===== config.mk =====
export PLATFORM = sky130hd
export DESIGN_NAME = b2b_msg_buf
export DESIGN_NICKNAME = d
export VERILOG_FILES = /design/src/b2b_pkg.sv /design/src/b2b_msg_buf.sv
export SDC_FILE = /design/constraint.sdc
export NUM_CORES = 1
export LEC_CHECK = 0
export BUFFER_PORTS_ARGS = -buffer_cell sky130_fd_sc_hd__buf_2
export CAP_MARGIN = 20
export CORE_MARGIN = 3
export CORE_UTILIZATION = 55
export DETAILED_ROUTE_END_ITERATION = 6
export PLACE_DENSITY = 0.75
export REMOVE_ABC_BUFFERS = 1
export SYNTH_ARGS = -nofsm -noshare
export SYNTH_HDL_FRONTEND = slang
export SYNTH_SLANG_ARGS = --single-unit
export TNS_END_PERCENT = 1

===== constraint.sdc =====
create_clock -name clock -period 5.68 [get_ports clock]
set_input_delay 0 -clock clock [delete_from_list [all_inputs] [get_ports clock]]
set_output_delay 0 -clock clock [all_outputs]
set_load 0.005 [all_outputs]

===== src/b2b_pkg.sv =====
// ----------------------------------------------------------------------------
// b2b_pkg
// Shared types, constants and the initial chain value of the BLAKE2b engine.
// ----------------------------------------------------------------------------
package b2b_pkg;

   typedef logic [63:0] word_type;
   typedef word_type [0:7] chain_type;
   typedef word_type [0:3] row_type;

   typedef struct packed {
      logic start;
      logic last;
   } eng_cmd_type;

   typedef struct packed {
      logic busy;
      logic done;
   } eng_sts_type;

   localparam word_type IV [0:7] = '{
      64'h6a09e667f3bcc908, 64'hbb67ae8584caa73b,
      64'h3c6ef372fe94f82b, 64'ha54ff53a5f1d36f1,
      64'h510e527fade682d1, 64'h9b05688c2b3e6c1f,
      64'h1f83d9abfb41bd6b, 64'h5be0cd19137e2179
   };

   localparam logic [3:0] SIGMA [0:11][0:15] = '{
      '{4'd0, 4'd1, 4'd2, 4'd3, 4'd4, 4'd5, 4'd6, 4'd7,
        4'd8, 4'd9, 4'd10, 4'd11, 4'd12, 4'd13, 4'd14, 4'd15},
      '{4'd14, 4'd10, 4'd4, 4'd8, 4'd9, 4'd15, 4'd13, 4'd6,
        4'd1, 4'd12, 4'd0, 4'd2, 4'd11, 4'd7, 4'd5, 4'd3},
      '{4'd11, 4'd8, 4'd12, 4'd0, 4'd5, 4'd2, 4'd15, 4'd13,
        4'd10, 4'd14, 4'd3, 4'd6, 4'd7, 4'd1, 4'd9, 4'd4},
      '{4'd7, 4'd9, 4'd3, 4'd1, 4'd13, 4'd12, 4'd11, 4'd14,
        4'd2, 4'd6, 4'd5, 4'd10, 4'd4, 4'd0, 4'd15, 4'd8},
      '{4'd9, 4'd0, 4'd5, 4'd7, 4'd2, 4'd4, 4'd10, 4'd15,
        4'd14, 4'd1, 4'd11, 4'd12, 4'd6, 4'd8, 4'd3, 4'd13},
      '{4'd2, 4'd12, 4'd6, 4'd10, 4'd0, 4'd11, 4'd8, 4'd3,
        4'd4, 4'd13, 4'd7, 4'd5, 4'd15, 4'd14, 4'd1, 4'd9},
      '{4'd12, 4'd5, 4'd1, 4'd15, 4'd14, 4'd13, 4'd4, 4'd10,
        4'd0, 4'd7, 4'd6, 4'd3, 4'd9, 4'd2, 4'd8, 4'd11},
      '{4'd13, 4'd11, 4'd7, 4'd14, 4'd12, 4'd1, 4'd3, 4'd9,
        4'd5, 4'd0, 4'd15, 4'd4, 4'd8, 4'd6, 4'd2, 4'd10},
      '{4'd6, 4'd15, 4'd14, 4'd9, 4'd11, 4'd3, 4'd0, 4'd8,
        4'd12, 4'd2, 4'd13, 4'd7, 4'd1, 4'd4, 4'd10, 4'd5},
      '{4'd10, 4'd2, 4'd8, 4'd4, 4'd7, 4'd6, 4'd1, 4'd5,
        4'd15, 4'd11, 4'd9, 4'd14, 4'd3, 4'd12, 4'd13, 4'd0},
      '{4'd0, 4'd1, 4'd2, 4'd3, 4'd4, 4'd5, 4'd6, 4'd7,
        4'd8, 4'd9, 4'd10, 4'd11, 4'd12, 4'd13, 4'd14, 4'd15},
      '{4'd14, 4'd10, 4'd4, 4'd8, 4'd9, 4'd15, 4'd13, 4'd6,
        4'd1, 4'd12, 4'd0, 4'd2, 4'd11, 4'd7, 4'd5, 4'd3}
   };

   // 12 rounds x 8 mixes x 2 halves
   localparam logic [7:0] LAST_STEP = 8'd191;

   localparam logic [31:0] PARAM_BASE  = 32'h01010000;
   localparam logic [7:0]  BLOCK_BYTES = 8'd128;
   localparam logic [3:0]  LAST_WORD_POS = 4'd15;

   localparam logic [6:0]  DIGEST_LENGTH_RESET = 7'd50;
   localparam logic [31:0] PARAM_N_RESET       = 32'd200;
   localparam logic [31:0] PARAM_K_RESET       = 32'd9;
   localparam word_type    PERSONAL_RESET      = 64'h576f50687361635a;

   localparam logic [1:0] CSR_DIGEST_LENGTH = 2'd0;
   localparam logic [1:0] CSR_PARAM_N       = 2'd1;
   localparam logic [1:0] CSR_PARAM_K       = 2'd2;
   localparam logic [1:0] CSR_PERSONAL      = 2'd3;

   function automatic chain_type init_chain(input logic [6:0] dl, input logic [31:0] pn,
                                            input logic [31:0] pk, input word_type pers);
      chain_type h;
      for (int i = 0; i < 8; i++) begin
         h[i] = IV[i];
      end
      h[0] = h[0] ^ ({32'd0, PARAM_BASE} | {57'd0, dl});
      h[6] = h[6] ^ pers;
      h[7] = h[7] ^ {pk, pn};
      return h;
   endfunction

endpackage


===== src/b2b_msg_buf.sv =====
// ----------------------------------------------------------------------------
// b2b_msg_buf
// Sixteen-word message block store, one write and one registered read port.
// ----------------------------------------------------------------------------
module b2b_msg_buf (
   input  logic               clock,
   input  logic               we,
   input  logic [3:0]         waddr,
   input  b2b_pkg::word_type  wdata,
   input  logic [3:0]         raddr,
   output b2b_pkg::word_type  rdata
);
   import b2b_pkg::*;

   word_type mem_ff [0:15];
   word_type rdata_ff;

   always_ff @(posedge clock) begin
      if (we) begin
         mem_ff[waddr] <= wdata;
      end
   end

   always_ff @(posedge clock) begin
      rdata_ff <= mem_ff[raddr];
   end

   assign rdata = rdata_ff;

endmodule


# After elaboration in Yosys (flattened, before gate mapping)
# Memories as Yosys holds them, arrays and structs flattened. A register that Yosys moved wholly into a read port is not among the register bits.
# Index checks and enable logic that the tools add are counted.
totals:
  output_inout_bits: 64
  input_bits: 74
  register_bits: 0
  ram_bits: 1024
  word_cells: 3
  n_memories: 1
classes:
  mux: 2
memory_table:
  columns: ["memory", "words", "width", "read_ports", "rd_clocked_by_memory_dff", "write_ports", "line_no", "source"]
  rows:
  - ["mem_ff", 16, 64, 1, 1, 1, "b2b_msg_buf.sv:15", "word_type mem_ff [0:15];"]
ops:
  columns: ["op", "n"]
  rows:
  - ["1-bit 2-to-1 mux", 2]

# Logic depth before layout (Yosys ltp)
depth:
  word_depth: 2
  mapped_depth: 6
  ltp_nobuf: 3

# Worst setup path after synthesis
# OpenSTA, ideal clock, no wires.
synth_path:
  path_kind: "input port to flip-flop"
  from: "in waddr[2]"
  to: "mem mem_ff[0][0] in the netlist's numbering, enable pin"
  path_stages: 2
  path_slack_ns: 0.251
  arrival_time_ns: 4.863
  required_time_ns: 5.115
  path_buffers: 0
  setup_ns: 0.565
  path_cell_list: "or3b_2 nor3_1"
synth_rtl:
  columns: ["element", "line_no", "source"]
  rows:
  - ["from (decl)", "b2b_msg_buf.sv:8", "input logic [3:0] waddr,"]
  - ["to (decl)", "b2b_msg_buf.sv:15", null]
# Straight into the memory's write port.

# Final worst setup path
layout_path:
  from: "in waddr[0]"
  to: "mem mem_ff[10][8] in the netlist's numbering, enable pin"
# Straight into the memory's write port.

==> summary.txt <==
Die
  – Rows: 97
  – Core footprint: 70600 µm²
  – Die height: 274 µm
  – Initial Util: 0.560
  – Die ar.: 75200 µm²
  – IO Pins: 138
  – Die width: 274 µm

Clocking
  – Root buffer cell: clkbuf_16
  – Setup Fix Bufs, Post-CTS: 0
  – CTS Hold Bufs: 66
  – CTS buffer count: 102
  – TritonCTS clock tree: yes
  – Post_cts resized: 0
  – H-tree depth: 3
  – Worst skew pair latency: 0.66 ns
  – Clock Path Buffers: 3
  – CTS sink cnt: 1088
  – Clock transition at path regs: 0.06 ns

Setup path
  – Worst reg-to-reg path cell count: 3
  – Critical Path RT: 5.95 ns
  – Max FO, Critical Path: 43
  – Crit. End Element: register
  – Worst Setup Path Type: in -> reg
  – Crit path launch type: input pin
  – Worst path arrival time: 2.67 ns
  – Critical-path cell with the highest stage delay: nor2_4
  – R2R Setup Slk: 4.24 ns
  – Critical R2R Launch: mem_ff[11][55]
  – Reg-to-Reg End: rdata[55]
  – Critical Path Max Stage Delay: 0.77 ns
  – CP Cell Sequence: dlygate4sd3_1, buf_2, nand2b_1, nor2_4, buf_4

Final layout
  – Final nets: 1987
  – Area growth syn-to-layout: 15.3%
  – Share of cells above drive strength 1: 0.301

Yosys
  – Syn. warnings: 0
  – Syn_area_per_cell: 24.0 µm²
  – Main synth FF type: edfxtp_1
  – Seq cells post-synth: 1088
  – Cell taking the most area after synthesis: edfxtp_1
  – Most area-consuming cells after synthesis: edfxtp_1 (78%), mux4_2 (15%), dfxtp_1 (3.2%)
  – Post-synthesis sequential area ratio: 0.809
  – Yosys top cell area share: 0.777
  – Mapped cell area: 39600 µm²
  – Post-synth ARST share: 0
  – Post-synth EDFFs: 1024
  – Leading cell type by number of instances after synthesis: edfxtp_1
  – Post-synth top cells: edfxtp_1 (1024), mux4_2 (256), a22oi_1 (128)
  – Distinct cell type count after synthesis: 18
  – Syn Inst Count: 1647

Placed design
  – # port buffers: 137
  – Final GP Congestion: 0.706
  – HPWL after detailed placement: 41300 µm

STA
  – Final period util: 0.424
  – Final min period: 2.41 ns
  – RSZ-0062 raised after global routing: false
  – Worst Tran Pin Value: 1.06 ns
  – Slew headroom: 0.291
  – Setup Skew: 0.0245 ns
  – Final setup viols: 0
  – Max-slew violations: 0
  – Final setup TNS: 0 ns
  – Min Hold Slack: 0.0891 ns
  – Hold Violations, Final: 0
  – Fmax: 416 MHz

Global route
  – Initial antenna violation count: 6
  – First-pass GRT wire length: 126000 µm
  – GRT Overall Usage: 0.230
  – Total gr overflow: 0
  – Pin count of the biggest net entering global routing: 108
  – Vias in the first global route: 19540

Power
  – Leak: 14.7 nW
  – Maximum VDD drop: 0.259 mV
  – PwrDens: 367 nW/µm²

Drt
  – First-pass DRT Iterations: 5
  – Final wirelength: 84000 µm
  – Post-detailed-route count of antenna-violating nets: 0
  – Routed len/inst: 28.5 µm
  – Drc violations: 0
  – Initial DRC count: 2253
  – Vias: 18368
  – Avg Vias per Cell: 6.24

Worst hold path
  – Hold Crit Endpoint: mem_ff[8][24]
  – Worst Hold Path Cells: 3
  – HP Start: waddr[1]
  – Hold Path Class: in -> reg

Run status
  – Status: completed

Run
  – Max_cap viols: 0
## cell type report
| type | instances | area, µm² |
|---|---|---|
| flip-flops and latches | 1088 | 32000 |
| fillers | 4423 | 25000 |
| multi-input cells | 475 | 7230 |
| clock buffers | 138 | 2790 |
| repair buffers | 246 | 1770 |
| well taps | 940 | 1180 |
| clock inverters | 54 | 633 |
| diodes | 2 | 5.00 |
## worst max path at each step
| stage | depth (start not counted) | from | to | slack (ns) |
|---|---|---|---|---|
| after floorplan | 2 | waddr[2] | mem_ff[0][0] | 0.25 |
| after global placement | 4 | waddr[2] | mem_ff[10][35] | 3.19 |
| after detailed placement | 4 | waddr[2] | mem_ff[10][30] | 3.09 |
| after CTS | 5 | waddr[0] | mem_ff[10][35] | 3.26 |
| after global routing | 5 | waddr[0] | mem_ff[10][35] | 3.17 |
| final | 5 | waddr[0] | mem_ff[10][8] | 3.27 |
## routing by layer
layer,wire length (µm),GRT usage,vias to the layer above
met5,41,0,-
met4,1830,0.0700,6
met3,8010,0.0522,135
met2,41100,0.360,962
met1,33000,0.330,9682
li1,-,-,7583
## power breakdown
group	leakage [nW]	switching, mW	internal (mW)
combinational	3.30	0.453	0.342
clock	1.66	2.83	4.08
sequential	9.79	0.0645	8.98
## layout by cell type, fill, tap and decap left out, types with 3 or more instances in the layout
master,count
edfxtp_1,1024
mux4_2,256
buf_2,135
a22oi_1,128
clkbuf_16,104
dlygate4sd3_1,66
nand2_1,65
dfxtp_1,64
buf_4,38
clkbuf_1,28
clkinv_1,19
bufinv_16,14
nor2_4,13
clkinv_2,12
clkbuf_8,6
nor3_2,4
inv_6,4
clkinvlp_4,4
buf_12,3
## worst max-delay path, delay by kind of cell
family / cells / cell delay [ns]
AND/OR/NAND/NOR: 2 / 1.10
buffers and inverters: 3 / 1.44
## flip-flops by register name, indices dropped and copies added (netlist names)
register,count
mem_ff,1024
rdata,64
## per-stage QoR
step | power, mW | std cells | cell area [µm²] | setup slack [ns] | util
global route | 17.2 | 2942 | 45600 | 3.17 | 0.646
global placement | 9.93 | 2681 | 41500 | 3.19 | 0.587
finish | 16.7 | 2943 | 45600 | 3.27 | 0.646
CTS | 16.8 | 2939 | 45600 | 3.26 | 0.645
detailed placement | 9.96 | 2681 | 41500 | 3.09 | 0.587
floorplan | 9.54 | 1563 | 39100 | 0.251 | -
## logic make-up (layout without fill, tap and decap cells)
logic type / after synthesis / count (layout) / share of synthesized area
AOI/OAI and AO/OA: 128 / 128 / 0.0243
buffers and inverters: 84 / 438 / 0.0114
DFF: 1088 / 1088 / 0.809
muxes: 256 / 256 / 0.146
other: 0 / 2 / 0
and+or+nand+nor: 91 / 91 / 0.00942
No activity file was read; power rests on OpenSTA's default activity.
