`src/b2b_pkg.sv`:
```
// ----------------------------------------------------------------------------
// b2b_pkg
// Shared types, constants and the initial chain value of the BLAKE2b engine.
// ----------------------------------------------------------------------------
package b2b_pkg;

   typedef logic [63:0] word_type;
   typedef word_type [0:7] chain_type;
   typedef word_type [0:3] row_type;

   typedef struct packed {
      logic start;
      logic last;
   } eng_cmd_type;

   typedef struct packed {
      logic busy;
      logic done;
   } eng_sts_type;

   localparam word_type IV [0:7] = '{
      64'h6a09e667f3bcc908, 64'hbb67ae8584caa73b,
      64'h3c6ef372fe94f82b, 64'ha54ff53a5f1d36f1,
      64'h510e527fade682d1, 64'h9b05688c2b3e6c1f,
      64'h1f83d9abfb41bd6b, 64'h5be0cd19137e2179
   };

   localparam logic [3:0] SIGMA [0:11][0:15] = '{
      '{4'd0, 4'd1, 4'd2, 4'd3, 4'd4, 4'd5, 4'd6, 4'd7,
        4'd8, 4'd9, 4'd10, 4'd11, 4'd12, 4'd13, 4'd14, 4'd15},
      '{4'd14, 4'd10, 4'd4, 4'd8, 4'd9, 4'd15, 4'd13, 4'd6,
        4'd1, 4'd12, 4'd0, 4'd2, 4'd11, 4'd7, 4'd5, 4'd3},
      '{4'd11, 4'd8, 4'd12, 4'd0, 4'd5, 4'd2, 4'd15, 4'd13,
        4'd10, 4'd14, 4'd3, 4'd6, 4'd7, 4'd1, 4'd9, 4'd4},
      '{4'd7, 4'd9, 4'd3, 4'd1, 4'd13, 4'd12, 4'd11, 4'd14,
        4'd2, 4'd6, 4'd5, 4'd10, 4'd4, 4'd0, 4'd15, 4'd8},
      '{4'd9, 4'd0, 4'd5, 4'd7, 4'd2, 4'd4, 4'd10, 4'd15,
        4'd14, 4'd1, 4'd11, 4'd12, 4'd6, 4'd8, 4'd3, 4'd13},
      '{4'd2, 4'd12, 4'd6, 4'd10, 4'd0, 4'd11, 4'd8, 4'd3,
        4'd4, 4'd13, 4'd7, 4'd5, 4'd15, 4'd14, 4'd1, 4'd9},
      '{4'd12, 4'd5, 4'd1, 4'd15, 4'd14, 4'd13, 4'd4, 4'd10,
        4'd0, 4'd7, 4'd6, 4'd3, 4'd9, 4'd2, 4'd8, 4'd11},
      '{4'd13, 4'd11, 4'd7, 4'd14, 4'd12, 4'd1, 4'd3, 4'd9,
        4'd5, 4'd0, 4'd15, 4'd4, 4'd8, 4'd6, 4'd2, 4'd10},
      '{4'd6, 4'd15, 4'd14, 4'd9, 4'd11, 4'd3, 4'd0, 4'd8,
        4'd12, 4'd2, 4'd13, 4'd7, 4'd1, 4'd4, 4'd10, 4'd5},
      '{4'd10, 4'd2, 4'd8, 4'd4, 4'd7, 4'd6, 4'd1, 4'd5,
        4'd15, 4'd11, 4'd9, 4'd14, 4'd3, 4'd12, 4'd13, 4'd0},
      '{4'd0, 4'd1, 4'd2, 4'd3, 4'd4, 4'd5, 4'd6, 4'd7,
        4'd8, 4'd9, 4'd10, 4'd11, 4'd12, 4'd13, 4'd14, 4'd15},
      '{4'd14, 4'd10, 4'd4, 4'd8, 4'd9, 4'd15, 4'd13, 4'd6,
        4'd1, 4'd12, 4'd0, 4'd2, 4'd11, 4'd7, 4'd5, 4'd3}
   };

   // 12 rounds x 8 mixes x 2 halves
   localparam logic [7:0] LAST_STEP = 8'd191;

   localparam logic [31:0] PARAM_BASE  = 32'h01010000;
   localparam logic [7:0]  BLOCK_BYTES = 8'd128;
   localparam logic [3:0]  LAST_WORD_POS = 4'd15;

   localparam logic [6:0]  DIGEST_LENGTH_RESET = 7'd50;
   localparam logic [31:0] PARAM_N_RESET       = 32'd200;
   localparam logic [31:0] PARAM_K_RESET       = 32'd9;
   localparam word_type    PERSONAL_RESET      = 64'h576f50687361635a;

   localparam logic [1:0] CSR_DIGEST_LENGTH = 2'd0;
   localparam logic [1:0] CSR_PARAM_N       = 2'd1;
   localparam logic [1:0] CSR_PARAM_K       = 2'd2;
   localparam logic [1:0] CSR_PERSONAL      = 2'd3;

   function automatic chain_type init_chain(input logic [6:0] dl, input logic [31:0] pn,
                                            input logic [31:0] pk, input word_type pers);
      chain_type h;
      for (int i = 0; i < 8; i++) begin
         h[i] = IV[i];
      end
      h[0] = h[0] ^ ({32'd0, PARAM_BASE} | {57'd0, dl});
      h[6] = h[6] ^ pers;
      h[7] = h[7] ^ {pk, pn};
      return h;
   endfunction

endpackage

```
`src/b2b_mix.sv`:
```
// ----------------------------------------------------------------------------
// b2b_mix
// One half of the G function: two dependent adds, xors and rotates.
// ----------------------------------------------------------------------------
module b2b_mix (
   input  b2b_pkg::word_type a,
   input  b2b_pkg::word_type b,
   input  b2b_pkg::word_type c,
   input  b2b_pkg::word_type d,
   input  b2b_pkg::word_type x,
   input  logic              second,
   output b2b_pkg::word_type a_out,
   output b2b_pkg::word_type b_out,
   output b2b_pkg::word_type c_out,
   output b2b_pkg::word_type d_out
);
   import b2b_pkg::*;

   word_type sum_a;
   word_type dx;
   word_type d_rot;
   word_type sum_c;
   word_type bx;

   assign sum_a = a + b + x;
   assign dx    = d ^ sum_a;
   assign d_rot = second ? {dx[15:0], dx[63:16]} : {dx[31:0], dx[63:32]};
   assign sum_c = c + d_rot;
   assign bx    = b ^ sum_c;

   assign a_out = sum_a;
   assign d_out = d_rot;
   assign c_out = sum_c;
   assign b_out = second ? {bx[62:0], bx[63]} : {bx[23:0], bx[63:24]};

endmodule

```
`src/b2b_engine.sv`:
```
// ----------------------------------------------------------------------------
// b2b_engine
// Compression sequencer: 4x4 working state in rotating rows, one half-G a cycle.
// ----------------------------------------------------------------------------
module b2b_engine (
   input  logic                  clock,
   input  logic                  reset,
   input  b2b_pkg::eng_cmd_type  cmd,
   input  b2b_pkg::chain_type    chain,
   input  b2b_pkg::word_type     count,
   input  b2b_pkg::word_type     msg_word,
   output logic [3:0]            msg_addr,
   output b2b_pkg::eng_sts_type  sts,
   output b2b_pkg::chain_type    fold
);
   import b2b_pkg::*;

   localparam logic [1:0] E_IDLE = 2'd0;
   localparam logic [1:0] E_MIX  = 2'd1;
   localparam logic [1:0] E_FOLD = 2'd2;

   logic [1:0] state_ff, state_in;
   logic [7:0] step_ff, step_in;
   logic [7:0] next_step;
   row_type    v_ff [0:3];
   row_type    v_in [0:3];
   row_type    w    [0:3];

   logic     diag;
   logic     second;
   word_type mix_b, mix_c, mix_d;
   word_type new_a, new_b, new_c, new_d;

   assign diag   = step_ff[3];
   assign second = step_ff[0];

   assign mix_b = diag ? v_ff[1][1] : v_ff[1][0];
   assign mix_c = diag ? v_ff[2][2] : v_ff[2][0];
   assign mix_d = diag ? v_ff[3][3] : v_ff[3][0];

   b2b_mix u_mix (
      .a      (v_ff[0][0]),
      .b      (mix_b),
      .c      (mix_c),
      .d      (mix_d),
      .x      (msg_word),
      .second (second),
      .a_out  (new_a),
      .b_out  (new_b),
      .c_out  (new_c),
      .d_out  (new_d)
   );

   assign next_step = (state_ff == E_MIX && step_ff != LAST_STEP) ? step_ff + 8'd1 : 8'd0;
   assign msg_addr  = SIGMA[next_step[7:4]][next_step[3:0]];

   always_comb begin
      for (int r = 0; r < 4; r++) begin
         w[r] = v_ff[r];
      end
      w[0][0] = new_a;
      if (diag) begin
         w[1][1] = new_b;
         w[2][2] = new_c;
         w[3][3] = new_d;
      end else begin
         w[1][0] = new_b;
         w[2][0] = new_c;
         w[3][0] = new_d;
      end
   end

   always_comb begin
      for (int r = 0; r < 4; r++) begin
         v_in[r] = v_ff[r];
      end
      state_in = state_ff;
      step_in  = step_ff;
      case (state_ff)
         E_IDLE: begin
            if (cmd.start) begin
               for (int k = 0; k < 4; k++) begin
                  v_in[0][k] = chain[k];
                  v_in[1][k] = chain[k + 4];
                  v_in[2][k] = IV[k];
                  v_in[3][k] = IV[k + 4];
               end
               v_in[3][0] = IV[4] ^ count;
               if (cmd.last) begin
                  v_in[3][2] = ~IV[6];
               end
               step_in  = 8'd0;
               state_in = E_MIX;
            end
         end
         E_MIX: begin
            for (int r = 0; r < 4; r++) begin
               for (int k = 0; k < 4; k++) begin
                  v_in[r][k] = second ? w[r][2'(k + 1)] : w[r][k];
               end
            end
            step_in = step_ff + 8'd1;
            if (step_ff == LAST_STEP) begin
               state_in = E_FOLD;
            end
         end
         E_FOLD: begin
            state_in = E_IDLE;
         end
         default: begin
            state_in = E_IDLE;
         end
      endcase
   end

   always_ff @(posedge clock) begin
      if (reset) begin
         state_ff <= E_IDLE;
         step_ff  <= 8'd0;
      end else begin
         state_ff <= state_in;
         step_ff  <= step_in;
      end
   end

   always_ff @(posedge clock) begin
      for (int r = 0; r < 4; r++) begin
         v_ff[r] <= v_in[r];
      end
   end

   always_comb begin
      for (int k = 0; k < 4; k++) begin
         fold[k]     = v_ff[0][k] ^ v_ff[2][k];
         fold[k + 4] = v_ff[1][k] ^ v_ff[3][k];
      end
   end

   assign sts.busy = (state_ff != E_IDLE);
   assign sts.done = (state_ff == E_FOLD);

endmodule

```
`config.mk`:
```
export PLATFORM = sky130hd
export DESIGN_NAME = b2b_engine
export DESIGN_NICKNAME = d
export VERILOG_FILES = /design/src/b2b_pkg.sv /design/src/b2b_mix.sv /design/src/b2b_engine.sv
export SDC_FILE = /design/constraint.sdc
export NUM_CORES = 2
export LEC_CHECK = 0
export ABC_AREA = 1
export BUFFER_PORTS_ARGS = -buffer_cell sky130_fd_sc_hd__buf_4
export CAP_MARGIN = 20
export CORE_AREA = 2 2 457 459
export CTS_CLUSTER_SIZE = 30
export DETAILED_ROUTE_END_ITERATION = 10
export DIE_AREA = 0 0 459 461
export PLACE_DENSITY = 0.51
export SYNTH_ARGS = -nofsm -noshare
export SYNTH_HDL_FRONTEND = slang
export SYNTH_SLANG_ARGS = --single-unit
export TNS_END_PERCENT = 20
```
`constraint.sdc`:
```
create_clock -name clock -period 17.5 [get_ports clock]
set_input_delay 0.875 -clock clock [delete_from_list [all_inputs] [get_ports clock]]
set_output_delay 0.875 -clock clock [all_outputs]
set_load 0.01 [all_outputs]
```
# Word-level counts from Yosys, hierarchy flattened
# Memories as Yosys holds them, arrays and structs flattened.
# Cells that the tools add are included.
# op_classes
add_sub_neg	4
n_lt_le_gt_ge	2
n_eq_ne	6
mux	41
n_bitwise	13
n_reduce_logical	6
# op_table
op	count
$pmux W1024 S2	1
$mux W64	30
$mux W1024	1
$xor A64 B64 Y64	10
$add A64 B64 Y64	3
$not A32 Y32	1
$bmux W4 S4	1
$mux W8	2
$pmux W8 S2	1
$ge A5 B5 Y1 const B	2
$not A4 Y5	2
$add A8 B1 Y8 const B	1
$eq A8 B8 Y1 const B	1
$mux W4	2
$ne A8 B8 Y1 const B	1
$mux W2	2
$pmux W2 S2	1
$reduce_and A2 Y1	2
$reduce_bool A2 Y1	2
$eq A2 B1 Y1 const B	1
$eq A2 B2 Y1 const B	1
$logic_not A2 Y1	1
$ne A2 B1 Y1 const B	1
$ne A2 B2 Y1 const B	1
$logic_and A1 B1 Y1	1
# word_totals
ff_bits	10
ram_bits	1024
mem_bits_ro	1024
input_bits	644
out_inout_bits	518
elab_cells	76
n_memories	2
# mem_list
name	depth	word_bits	rd	rd_ports_with_merged_regs	write_ports	line	rtl
(name not given)	16	64	1	0	0	b2b_engine.sv:55	assign msg_addr = SIGMA[next_step[7:4]][next_step[3:0]];
v_ff	4	256	4	0	4	b2b_engine.sv:25	row_type v_ff [0:3];

# Longest topological paths before layout
# logic_depth
depth_word	11
mapped_depth	48
depth_no_buf	47

# Cells and area by module
# Synthesis repeated with hierarchy kept, for this count alone.
# unflattened
cells_unflattened	7197
area_unflattened_um2	57874.3
# by_module_without_submodules
module	instances	cells_per_inst	area_per_inst_um2	seq_area_each_um2
b2b_engine	1	4927	44594.0	25244.2
b2b_mix	1	2270	13280.2	0.0

# Worst setup path after synthesis
# No wires, ideal clock.
# synth_path
kind	in2reg
from	input cmd[1] (netlist bit)
to	memory v_ff[0][192] (netlist bit) (enable)
setup_time_ns	0.614
arrival_ns	17.236
t_required_ns	16.886
slack_ns	-0.349
cell_stages	4
n_path_buf	0
cell_sequence	inv_1 > nor2_1 > nor2_1 > inv_1
# synth_lines
item	line	rtl
start: declaration	b2b_engine.sv:8	input b2b_pkg::eng_cmd_type cmd,
end: declaration	b2b_engine.sv:25	

==> metrics.txt <==
Die Ht=between 400 and 500 um; most used cell, CP=nand2_1; Ys Warns=0; drt pass-1 iters=6; total negative slack=0 ps; CTS tree=yes; synth-to-layout area growth=25.7%; total gr overflow=0; Final Max Slew Viols=0; type of origin of the critical path=flip-flop; Unique masters post-synth=65; number of synthesized flops with an enable pin=roughly 830; clock slew at reported path FFs=70 ps; HPWL Detailed=320 mm; num ports=between 1,000 and 1,500; share of the synthesized area in the top cell type=a little over two fifths; Post-CTS Hold Buffers=0; Arr. time, crit path=12,100 ps; period utilization=about two thirds; layout cells sized above 1=between 10% and 20%; # setup viols final=0; core area=between 0.2 and 0.25 mm^2; Die X=~460 um; Inserted Clock Buffers=107; most frequent cells after synthesis=nand2_1 (1,804), edfxtp_1 (834), inv_1 (805), nand3_1 (649), o21ai_0 (538); Slew Limit Headroom=between 10% and 20%; wire per inst=approximately 35 um; CTS sink count=844; via count=about 60,000; RSZ-0062 raised after global routing=false; nets@finish=approximately 9,000; crit-path max FO=roughly 120; syn avg cell area=8.15 um^2; DR DRC count=0; initial antenna violation count=between 40 and 50; Bufs on Longest Clock Path=3; PortBufs=about 1,200; fmax=approximately 0.086 GHz; CP max-delay cell=nor3_1; vias in the first global route=around 56,000; Hold/Removal Path Class=input port to flip-flop; Seq/Total Area, Yosys=~44%; critical path required time=approximately 18,000 ps; first-pass GRT wire length=504 mm; largest net degree at the start of global routing=between 100 and 150; H-Tree Level Count=3; # rows=167; Slew @ Worst Pin=about 1200 ps; FF+latch count, synth=roughly 840; Max-Cap Viols=0; Synth area leader=edfxtp_1; gr usage total=35.3%; drt total wl=approximately 390 mm; gp weighted congestion=around 1.1; clk_lat worst skew=roughly 800 ps; cell area after synthesis=about 0.058 mm^2; clock skew=41.1 ps; Synth Flop Type=edfxtp_1; Crit Path Category=flip-flop to flip-flop; Post-DRT Antenna Nets=0; full die area=around 0.21 mm^2; Synth Net Count=roughly 8,000; CP endpoint kind=flip-flop; FFs w/ async S/R, synth=0%; CP peak stage delay=around 880 ps; Tmin final=about 12,000 ps; # resized after CTS=0; most numerous cell in the Yosys netlist=nand2_1; setup bufs post-CTS=0; vias per cell=around 5.4; Hold Fails Final Rpt=0; post-synthesis cell count=between 7,000 and 8,000; clk root buf=clkbuf_16; main area contributors after synthesis=edfxtp_1 (43%), nand2_1 (12%), xor2_1 (7.1%), nand3_1 (5.6%), inv_1 (5.2%); Starting Density=28.1%; status=finished clean; Initial DRC Count=7,554
layer usage:
layer / global-route usage [%] / routed length, um / up-vias
li1: - / - / 25626
met1: 43.8 / 152000 / 29264
met2: 56.5 / 176000 / 3368
met3: 7.71 / 33300 / 673
met4: 20.4 / 26700 / 30
met5: 0 / 190 / -
worst max-delay path: cells and delay by family (launching register included):
kind                       cells  cell delay (ps)
AOI/OAI and AO/OA              5             1290
and+or+nand+nor               19             4480
buffers and inverters          5             2080
adders and majority gates      3             1440
xor gates and xnor gates       2             1160
DFF                            1              680
through the flow:
step / setup WS [ps] / std cells / util, % / cell area [um^2] / hold WS, ps
floorplan: 3590 / 7121 / - / 58000 / 454
detailed placement: 6370 / 10726 / 33.6 / 69400 / 479
global route: 5940 / 10938 / 35.3 / 72900 / 343
global placement: 5360 / 10713 / 33.6 / 69300 / 473
finish: 5940 / 10951 / 35.3 / 72900 / 349
CTS: 6310 / 10921 / 35.3 / 72800 / 299
final timing paths:
kind,from,to,slack [ps],cells past startpoint
setup / recovery,step_ff[3],v_ff[1][210],5940,34
hold / removal,reset,step_ff[7],350,2
setup reg to reg,step_ff[3],v_ff[1][210],5940,34
hold reg to reg,step_ff[4],step_ff[4],500,2
flip-flops by register name, summed over array words and instances (netlist names):
register,cells
v_ff,834
step_ff,8
state_ff,2
cell families (layout without fill, tap and decap cells):
| kind of cell | after synthesis | in the layout | share of synthesized area (%) |
|---|---|---|---|
| compound gates | 1110 | 1110 | 11.0 |
| xor+xnor | 539 | 539 | 8.28 |
| fa+ha+maj | 206 | 206 | 5.28 |
| buf+inv | 1189 | 2289 | 8.23 |
| flops | 844 | 844 | 43.5 |
| mux | 30 | 30 | 0.518 |
| other cells | 0 | 26 | 0 |
| simple gates | 3203 | 3203 | 23.1 |
placed cells by master (no fill, tap or decap), drive strengths merged, types with 65 or more instances in the layout:
cell type  netlist  routed
inv            817     822
fa              65      65
nand2         1821    1821
buf            145    1275
nor2           548     548
o21ai          613     613
clkbuf         227     134
nand3          659     659
o211ai         107     107
edfxtp         834     834
a21oi          228     228
xor2           478     478
or2            105     105
ha             141     141
final cells by class:
type / count / area (um^2)
fill: 21973 / 134000
antenna: 26 / 65.1
sequential: 844 / 25300
inverter: 817 / 3100
clock buffer: 132 / 2840
timing repair buffer: 1277 / 9690
multi-input combinational: 5088 / 28100
clock inverter: 63 / 534
tap: 2704 / 3380
Power is left out: the tool's default activity adds up to more than one toggle a clock period on the data nets, which glitch-free logic cannot reach.
